**src/rtl/csrs_pkg.sv**
```systemverilog
`timescale 1ns / 1ps

package csrs_pkg;

  // Instruction and event codes carried in the opcode field.
  localparam logic [1:0] OP_PING   = 2'd0;
  localparam logic [1:0] OP_ENTRY  = 2'd1;
  localparam logic [1:0] OP_STATUS = 2'd2;
  localparam logic [1:0] OP_TICK   = 2'd3;

  // Configuration register indexes.
  localparam logic [1:0] CFG_OWN_ID       = 2'd0;
  localparam logic [1:0] CFG_PING_SLOT    = 2'd1;
  localparam logic [1:0] CFG_READ_TIMEOUT = 2'd2;

  // Encoded wait_mode values on the result channel.
  localparam logic [1:0] WAIT_IDLE = 2'd0;
  localparam logic [1:0] WAIT_PING = 2'd1;
  localparam logic [1:0] WAIT_READ = 2'd2;

  localparam logic [7:0]  NO_PRED           = 8'hFF;
  localparam logic [7:0]  OWN_ID_RESET      = 8'd1;
  localparam logic [15:0] PING_SLOT_RESET   = 16'd3000;
  localparam logic [15:0] READ_TIMEOUT_RESET = 16'd50000;
  localparam logic [15:0] TICKS_MAX         = 16'hFFFF;

  typedef enum logic [2:0] {
    MODE_IDLE = 3'b001,
    MODE_PING = 3'b010,
    MODE_READ = 3'b100
  } mode_t;

  typedef struct packed {
    mode_t       mode;
    logic [7:0]  slot_id;
    logic [7:0]  predecessor_id;
    logic        own_found;
    logic [15:0] elapsed_ticks;
  } sched_state_t;

  typedef struct packed {
    logic [1:0] opcode;
    logic [7:0] entry_id;
    logic       first_entry;
    logic       last_entry;
    logic [7:0] status_source;
  } item_t;

  typedef struct packed {
    logic       send_response;
    logic       response_dropped;
    logic [1:0] wait_mode;
  } result_t;

  typedef struct packed {
    logic [7:0]  own_id;
    logic [15:0] ping_slot_ticks;
    logic [15:0] read_timeout_ticks;
  } cfg_t;

  function automatic logic [1:0] mode_code(input mode_t m);
    logic [1:0] code;
    case (m)
      MODE_IDLE: code = WAIT_IDLE;
      MODE_PING: code = WAIT_PING;
      MODE_READ: code = WAIT_READ;
      default:   code = WAIT_IDLE;
    endcase
    return code;
  endfunction

endpackage

```
**src/rtl/csrs_step.sv**
```systemverilog
`timescale 1ns / 1ps

// Next-state and result logic for one item.
module csrs_step (
  input  csrs_pkg::cfg_t         cfg,
  input  csrs_pkg::sched_state_t state,
  input  csrs_pkg::item_t        item,
  output csrs_pkg::sched_state_t state_next,
  output csrs_pkg::result_t      result
);

  logic [15:0] ticks_inc;
  logic        send;
  logic        dropped;
  logic        found_next;
  logic [7:0]  pred_next;

  // Saturating tick count.
  assign ticks_inc = (state.elapsed_ticks == csrs_pkg::TICKS_MAX) ?
                     state.elapsed_ticks : state.elapsed_ticks + 16'd1;

  always_comb begin
    state_next = state;
    send       = 1'b0;
    dropped    = 1'b0;
    found_next = state.own_found;
    pred_next  = state.predecessor_id;

    case (state.mode)
      csrs_pkg::MODE_IDLE: begin
        if (item.opcode == csrs_pkg::OP_PING) begin
          state_next.mode          = csrs_pkg::MODE_PING;
          state_next.slot_id       = 8'd1;
          state_next.elapsed_ticks = '0;
        end else if (item.opcode == csrs_pkg::OP_ENTRY) begin
          // Restart the scan on the first entry.
          if (item.first_entry) begin
            pred_next  = csrs_pkg::NO_PRED;
            found_next = 1'b0;
          end
          if (!found_next) begin
            if (item.entry_id == cfg.own_id) begin
              found_next = 1'b1;
            end else begin
              pred_next = item.entry_id;
            end
          end
          state_next.own_found      = found_next;
          state_next.predecessor_id = pred_next;
          if (item.last_entry && found_next) begin
            if (pred_next == csrs_pkg::NO_PRED) begin
              send = 1'b1;
            end else begin
              state_next.mode          = csrs_pkg::MODE_READ;
              state_next.elapsed_ticks = '0;
            end
          end
        end
      end
      csrs_pkg::MODE_PING: begin
        if (item.opcode == csrs_pkg::OP_STATUS) begin
          state_next.slot_id = item.status_source + 8'd1;
        end else if (item.opcode == csrs_pkg::OP_TICK) begin
          if (ticks_inc >= cfg.ping_slot_ticks) begin
            state_next.elapsed_ticks = '0;
            state_next.slot_id       = state.slot_id + 8'd1;
          end else begin
            state_next.elapsed_ticks = ticks_inc;
          end
        end
      end
      csrs_pkg::MODE_READ: begin
        if (item.opcode == csrs_pkg::OP_STATUS) begin
          state_next.elapsed_ticks = '0;
          if (item.status_source == state.predecessor_id) begin
            send            = 1'b1;
            state_next.mode = csrs_pkg::MODE_IDLE;
          end
        end else if (item.opcode == csrs_pkg::OP_TICK) begin
          state_next.elapsed_ticks = ticks_inc;
          if (ticks_inc >= cfg.read_timeout_ticks) begin
            dropped         = 1'b1;
            state_next.mode = csrs_pkg::MODE_IDLE;
          end
        end
      end
      default: begin
        state_next.mode = csrs_pkg::MODE_IDLE;
      end
    endcase

    // Our slot came up: reply and leave ping mode.
    if (state_next.mode == csrs_pkg::MODE_PING && state_next.slot_id == cfg.own_id) begin
      send            = 1'b1;
      state_next.mode = csrs_pkg::MODE_IDLE;
    end

    result.send_response    = send;
    result.response_dropped = dropped;
    result.wait_mode        = csrs_pkg::mode_code(state_next.mode);
  end

endmodule

```
**src/rtl/chained_status_response_scheduler_core.sv**
```systemverilog
`timescale 1ns / 1ps

// Status reply scheduler for one node on a shared half-duplex bus.
//
// Input channel (in_valid / in_stall): one item per bus event: a broadcast
// ping, one entry of a sync/bulk read ID list, an observed status packet,
// or a timer tick. Output channel (out_valid / out_stall): exactly one
// result item per input item, in order: send_response, response_dropped
// and the wait mode after the event.
// Configuration channel (cfg_valid / cfg_ready, always ready): writes own
// ID, ping slot length and read timeout by index; index 3 is ignored.
// Write it only while no items are in flight.
//
// An accepted item sits in the input register and then moves into the
// result register, which raises out_valid so that the result can be taken.
// One item per cycle is sustained while out_stall is low; the input register
// keeps accepting while the result register holds an untaken result, as
// long as the result register frees up in the same cycle.
// When out_stall is high the result holds, the input register holds its
// item, and in_stall rises once the input register is occupied.
// Synchronous reset clears both pipeline stages, returns the scheduler to
// idle with no predecessor and restores the register reset values.
module chained_status_response_scheduler_core (
  input  logic        clk,
  input  logic        rst,
  // input items
  input  logic        in_valid,
  output logic        in_stall,
  input  logic [1:0]  opcode,
  input  logic [7:0]  entry_id,
  input  logic        first_entry,
  input  logic        last_entry,
  input  logic [7:0]  status_source,
  // result items
  output logic        out_valid,
  input  logic        out_stall,
  output logic        send_response,
  output logic        response_dropped,
  output logic [1:0]  wait_mode,
  // configuration writes
  input  logic        cfg_valid,
  output logic        cfg_ready,
  input  logic [1:0]  cfg_index,
  input  logic [15:0] cfg_data
);

  csrs_pkg::cfg_t         cfg;
  csrs_pkg::sched_state_t state;
  csrs_pkg::sched_state_t state_next;
  csrs_pkg::item_t        in_item;
  csrs_pkg::result_t      step_result;
  csrs_pkg::result_t      result;
  logic                   in_full;
  logic                   advance;

  assign cfg_ready = 1'b1;

  // Move the held item into the result register when the result slot
  // is empty or is being taken this cycle.
  assign advance  = in_full && (!out_valid || !out_stall);
  assign in_stall = in_full && !advance;

  // Configuration registers.
  always_ff @(posedge clk) begin
    if (rst) begin
      cfg.own_id             <= csrs_pkg::OWN_ID_RESET;
      cfg.ping_slot_ticks    <= csrs_pkg::PING_SLOT_RESET;
      cfg.read_timeout_ticks <= csrs_pkg::READ_TIMEOUT_RESET;
    end else if (cfg_valid && cfg_ready) begin
      case (cfg_index)
        csrs_pkg::CFG_OWN_ID:       cfg.own_id             <= cfg_data[7:0];
        csrs_pkg::CFG_PING_SLOT:    cfg.ping_slot_ticks    <= cfg_data;
        csrs_pkg::CFG_READ_TIMEOUT: cfg.read_timeout_ticks <= cfg_data;
        default: begin
          // unused index: drop the write
        end
      endcase
    end
  end

  // Input register: load whenever it is empty or draining.
  always_ff @(posedge clk) begin
    if (rst) begin
      in_full <= 1'b0;
    end else if (!in_stall) begin
      in_full <= in_valid;
    end
  end

  always_ff @(posedge clk) begin
    if (in_valid && !in_stall) begin
      in_item.opcode        <= opcode;
      in_item.entry_id      <= entry_id;
      in_item.first_entry   <= first_entry;
      in_item.last_entry    <= last_entry;
      in_item.status_source <= status_source;
    end
  end

  csrs_step u_step (
    .cfg        (cfg),
    .state      (state),
    .item       (in_item),
    .state_next (state_next),
    .result     (step_result)
  );

  // Scheduler state: advance once per item that moves to the result stage.
  always_ff @(posedge clk) begin
    if (rst) begin
      state.mode           <= csrs_pkg::MODE_IDLE;
      state.slot_id        <= '0;
      state.predecessor_id <= csrs_pkg::NO_PRED;
      state.own_found      <= 1'b0;
      state.elapsed_ticks  <= '0;
    end else if (advance) begin
      state <= state_next;
    end
  end

  // Result register.
  always_ff @(posedge clk) begin
    if (rst) begin
      out_valid <= 1'b0;
    end else if (advance) begin
      out_valid <= 1'b1;
    end else if (!out_stall) begin
      out_valid <= 1'b0;
    end
  end

  always_ff @(posedge clk) begin
    if (advance) begin
      result <= step_result;
    end
  end

  assign send_response    = result.send_response;
  assign response_dropped = result.response_dropped;
  assign wait_mode        = result.wait_mode;

  // A reply is never both sent and dropped.
  assert property (@(posedge clk) disable iff (rst)
    out_valid |-> !(send_response && response_dropped))
    else $error("send and drop in the same result");

  // Sending or dropping always leaves the scheduler idle.
  assert property (@(posedge clk) disable iff (rst)
    (out_valid && (send_response || response_dropped)) |->
      (wait_mode == csrs_pkg::WAIT_IDLE))
    else $error("reply decided but scheduler not idle");

  // A held item stays in the input register until it advances.
  assert property (@(posedge clk) disable iff (rst)
    (in_full && !advance) |=> in_full)
    else $error("input item lost while stalled");

  // Scheduler state only changes when an item advances.
  assert property (@(posedge clk) disable iff (rst)
    !advance |=> $stable(state))
    else $error("state changed without an item");

  // The reported wait mode matches the stored mode.
  assert property (@(posedge clk) disable iff (rst)
    $past(advance) |-> (wait_mode == csrs_pkg::mode_code(state.mode)))
    else $error("wait_mode disagrees with state");

endmodule
```
**config.mk**
```make
export PLATFORM = sky130hd
export DESIGN_NAME = chained_status_response_scheduler_core
export DESIGN_NICKNAME = d
export VERILOG_FILES = /design/src/rtl/csrs_pkg.sv /design/src/rtl/csrs_step.sv /design/src/rtl/chained_status_response_scheduler_core.sv
export SDC_FILE = /design/constraint.sdc
export NUM_CORES = 1
export LEC_CHECK = 0
export ABC_AREA = 0
export BUFFER_PORTS_ARGS = -buffer_cell sky130_fd_sc_hd__buf_4
export CAP_MARGIN = 10
export CORE_UTILIZATION = 58
export DETAILED_ROUTE_END_ITERATION = 10
export PLACE_DENSITY = 0.78
export SYNTH_ARGS = -nofsm -noshare
export SYNTH_HDL_FRONTEND = slang
export SYNTH_SLANG_ARGS = --single-unit
```
**constraint.sdc**
```tcl
create_clock -name clk -period 6.74 [get_ports clk]
set_input_delay 1.348 -clock clk [delete_from_list [all_inputs] [get_ports clk]]
set_output_delay 1.348 -clock clk [all_outputs]
set_load 0.02 [all_outputs]
```
; ---- After elaboration in Yosys (flattened, before gate mapping)
; Cells that the tools add are included.
[word_totals]
reg_bits = 102
input_bits = 43
wordCells = 120
[classes]
n_addsub = 3
n_lt_le_gt_ge = 2
n_eq_ne = 23
muxes = 52
n_bitwise = 3
reduce_logical = 19
[ops]
columns = op, count
row1 = $mux 16, 10
row2 = $mux 8, 10
row3 = $pmux 16 s3, 1
row4 = $ge 16x16->1, 2
row5 = $mux 3, 9
row6 = $eq 8x8->1, 3
row7 = $mux 1, 18
row8 = $add 16x1->16 const B, 1
row9 = $add 8x1->8 const B, 2
row10 = $eq 16x16->1 const B, 1
row11 = $pmux 8 s2, 1
row12 = $eq 3x2->1 const B, 3
row13 = $ne 3x1->1 const B, 3
row14 = $pmux 3 s3, 1
row15 = $eq 8x8->1 const B, 1
row16 = $reduce_and 8->1, 1
row17 = $eq 2x2->1 const B, 3
row18 = $eq 3x3->1 const B, 2
row19 = $reduce_and 2->1, 3
row20 = $logic_and 1x1->1, 5
row21 = $eq 2x1->1 const B, 2
row22 = $logic_not 1->1, 4
row23 = $logic_not 2->1, 2
row24 = $ne 2x1->1 const B, 2
row25 = 10 further kinds, 12

; ---- Logic depth before layout (Yosys ltp)
[depth]
depth_word = 19
depth_mapped = 19
mapped_depth_nobuf = 17

; ---- Modules after synthesis
; From an unflattened synthesis, not the netlist that was laid out.
[hier_totals]
cells_unflattened = 794
hier_area_um2 = 6875.3
[by_module_without_submodules]
columns = module, n_inst, cells_per_inst, area_each_um2, seq_area_each_um2
row1 = chained_status_response_scheduler_core, 1, 354, 4032.6, 2282.2
row2 = csrs_step, 1, 440, 2842.7, 0.0

; ---- Worst setup path after synthesis
; No wires, ideal clock.
[synth_path]
path_kind = register to register
start = register state[3] (netlist name)
end = register result, in the netlist wait_mode[0] (data pin)
setup_ns = 0.272
arrival_time_ns = 4.493
required_time_ns = 6.468
setup_slack_ns = 1.975
stages_incl_launch_ff = 20
synth_period_minus_slack_ns = 4.765
path_cell_list = dfxtp_1 -> and3_1 -> nand3_1 -> nor3_1 -> nand4_1 -> nand2b_1 -> clkbuf_1 -> nor3_1 -> xor2_1 -> ha_1 -> nand2_1 -> or3_4 -> nor3_1 -> nor3_1 -> buf_2 -> o31ai_1 -> a211o_1 -> or3b_1 -> nor4b_2 -> nor2_1
[synth_lines]
columns = item, line
row1 = end signal: assignment, chained_status_response_scheduler_core.sv:134  ; result <= step_result;
row2 = end: declaration, chained_status_response_scheduler_core.sv:52  ; csrs_pkg::result_t result;

==> impl_metrics.tcl <==
set metrics [dict create \
    outcome "finished clean" \
    slew_headroom_pct 30.9 \
    min_to "cfg[13]$_SDFFE_PP0P_" \
    p_leak_uw 0.00263 \
    die_area_sq_um 11100 \
    hp-class "reg2reg" \
    yosys.area.top_type_share_pct 25.2 \
    period_share_pct 82.7 \
    synth_seq_cells 102 \
    routed_wl_mm 15.9 \
    drtPass1Iterations 5 \
    clockBufferDepth 2 \
    h-tree-depth 3 \
    fmax_mhz 179 \
    finalPower_uw 1190 \
    r2r_slack_ns 1.17 \
    pwr_density_cell_nw_per_um2 175 \
    synth_top_area_cell "dfxtp_1" \
    coreArea_sq_um 10300 \
    setup_tns_ns 0 \
    grt_pass1_wl_mm 26.0 \
    finalSetupViolCount 0 \
    syn-cell-area_sq_um 6190 \
    ir_drop_mv 0.201 \
    crit_type "reg2reg" \
    fill_cells 906 \
    final_max_slew_viol_count 0 \
    cts_tree "yes" \
    rows 37 \
    grt_overflow 0 \
    gp_congestion 0.984 \
    drc 0 \
    grt_util_all_layers_pct 30.0 \
    vias_per_cell 6.24 \
    reg2reg_depth 17 \
    synthCells 736 \
    fin_worst_skew_ns 0.00745 \
    grt_max_degree 80 \
    min_period_ns 5.57 \
    numCtsBuffers 9 \
    utilization_pct 65.7 \
    ys_warn_count 0 \
    drive_gt1_share_pct 11.1 \
    ctsHoldBuffers 0 \
    post_cts_buffers 0 \
    ys_async_sr_fraction_pct 0 \
    r2r-start "state[3]$_SDFFE_PP0P_" \
    vias 5619 \
    crit_required_ns 6.87 \
    initial_core_util_pct 60.0 \
    portBuffers 48 \
    placedInstanceArea_sq_um 6580 \
    syn_nets 814 \
    tightest_slew_ns 1.03 \
    nets 838 \
    fin_hold_ws_ns 0.466 \
    hold_viol 0 \
    holdPathStages 2 \
    reg2reg_to "wait_mode[0]$_DFFE_PP_" \
    cp_cell_sequence "and3_1 > nand3_1 > nor3_1 > nand4_1 > nand2b_1 > nor2_1 > xor2_1 > ha_1 > a21oi_1 > o21ai_0 > a211oi_2 > nand3_1 > o211ai_1 > nand4_1 > or3b_1 > nor4b_2 > nor2_1" \
    grt_antenna_before_repair 0 \
    die-height_um 105 \
    cap_violations 0 \
    worstPathArrival_ns 5.70 \
    yosysSeqAreaShare_pct 36.9 \
    dp_hpwl_mm 11.7 \
    area_delta_synth_final_pct 9.50 \
    clk-insertion-delay-late_ns 0.40 \
    worst_path_largest_cell_delay_ns 0.74 \
    synth_area_leaders "dfxtp_1, edfxtp_1, ha_1" \
    synth-edff-count 24 \
    clkSlewWorstSetupHoldPaths_ns 0.11 \
    drtAntennaViolNets 0 \
    final_area_sq_um 6780 \
    synth_ff_type "dfxtp_1" \
    drt_iter0_drc 491 \
    first_global_vias 5217 \
    rsz0062_at_grt "false" \
    cts_sinks 102 \
    hp-start "cfg[13]$_SDFFE_PP0P_" \
    worstSetupStartpointType "register" \
    worst_setup_path_end_kind "register" \
    die_x_um 105 \
    wl_per_cell_um 17.6 \
    cts.repair.resized 0 \
    cts-root-buf "clkbuf_8" \
    slowest_stage "a211oi_2" \
    io_pins 50 \
    critPathMaxFanout 9 \
    synth_cell_types 73 \
    n_antenna_cell 0 \
    syn_avg_cell_area_sq_um 8.41 \
]
==> report_power, final <==
| part | switching (uW) | internal [uW] | total [uW] |
|---|---|---|---|
| registers | 22.8 | 647 | 670 |
| logic | 77.4 | 59.4 | 137 |
| clock network | 238 | 142 | 380 |
| total | 338 | 849 | 1190 |
==> critical path, delay by kind of cell (launching register included) <==
kind | cells | cell delay [ns]
DFF | 1 | 0.42
and+or+nand+nor | 11 | 2.95
adders and majority gates | 1 | 0.32
AOI/OAI and AO/OA | 4 | 1.36
xor gates and xnor gates | 1 | 0.28
==> synthesized netlist by cell type, types with 4 or more instances <==
master	count
o21bai_1	4
o211ai_1	5
buf_2	5
xnor2_1	19
and2_1	4
edfxtp_1	24
a211o_1	18
o21ai_0	23
a21oi_1	45
and3_1	5
clkbuf_1	28
mux2i_1	12
a211oi_1	7
inv_1	43
buf_1	4
xor2_1	17
nand2_1	84
a22oi_1	14
ha_1	35
o31ai_1	5
nand4_1	14
nand2b_1	18
a31oi_1	8
nand3b_1	5
o22ai_1	12
nand3_1	17
or3_1	8
o21a_1	7
nor2_1	75
a21o_1	7
nor4_1	6
nor2b_1	8
nor3_1	17
dfxtp_1	78
==> state kept, by name, indices dropped and copies added, names as in the netlist <==
register,count
in_item,20
send_response,1
wait_mode,2
in_full,1
response_dropped,1
cfg,40
out_valid,1
state,36
==> final cells by class <==
type / count / area, sq um / share of cell area, %
sequential: 102 / 2280 / 33.7
tap: 136 / 170 / 2.51
timing repair buffer: 53 / 398 / 5.87
clock inverter: 7 / 65.1 / 0.960
clock buffer: 9 / 124 / 1.83
inverter: 43 / 161 / 2.38
multi-input combinational: 551 / 3580 / 52.8
==> stage by stage <==
stage,worst slack [ns],std cells
6_report,1.17,901
5_1_grt,0.651,901
4_1_cts,0.948,900
3_5_place_dp,0.962,884
3_3_place_gp,1.25,884
2_1_floorplan,1.97,736
==> worst max path at each step <==
stage | from | end | slack (ns) | cells after the start
final | state[3]$_SDFFE_PP0P_ | wait_mode[0]$_DFFE_PP_ | 1.17 | 17
after global placement | state[3]$_SDFFE_PP0P_ | wait_mode[0]$_DFFE_PP_ | 1.25 | 17
after detailed placement | state[3]$_SDFFE_PP0P_ | wait_mode[0]$_DFFE_PP_ | 0.96 | 17
after floorplan | state[3]$_SDFFE_PP0P_ | wait_mode[0]$_DFFE_PP_ | 1.97 | 19
after global routing | state[3]$_SDFFE_PP0P_ | wait_mode[0]$_DFFE_PP_ | 0.65 | 17
after CTS | state[3]$_SDFFE_PP0P_ | state[0]$_SDFFE_PP0P_ | 0.95 | 16
==> cells by family after synthesis <==
family	count (synthesis)	synth area share, %
multiplexers	13	2.12
other	1	0.0606
AO/OA/AOI/OAI	183	20.9
AND/OR/NAND/NOR	283	22.5
flip-flops	102	36.9
XOR/XNOR	36	5.09
buffers and inverters	83	5.34
adder cells (fa/ha/maj)	35	7.07
==> placed cells by master, fill, tap and decap left out, drive strengths merged, types with 9 or more instances in the layout <==
master,instances
inv,46
clkbuf,10
ha,35
o21ai,24
nand2b,18
nand4,15
xnor2,19
nor3,17
nand3,17
dfxtp,78
nand2,84
nor2,75
edfxtp,24
a21oi,45
buf,52
mux2i,12
o22ai,12
or3,9
a22oi,14
a211o,18
xor2,17
==> layer usage <==
metal,track usage [%],share of wire [%]
met1,41.7,46
met2,45.6,44
met3,7.98,8.6
met4,9.05,1.6
met5,0,0
(Power assumes the default switching activity.)
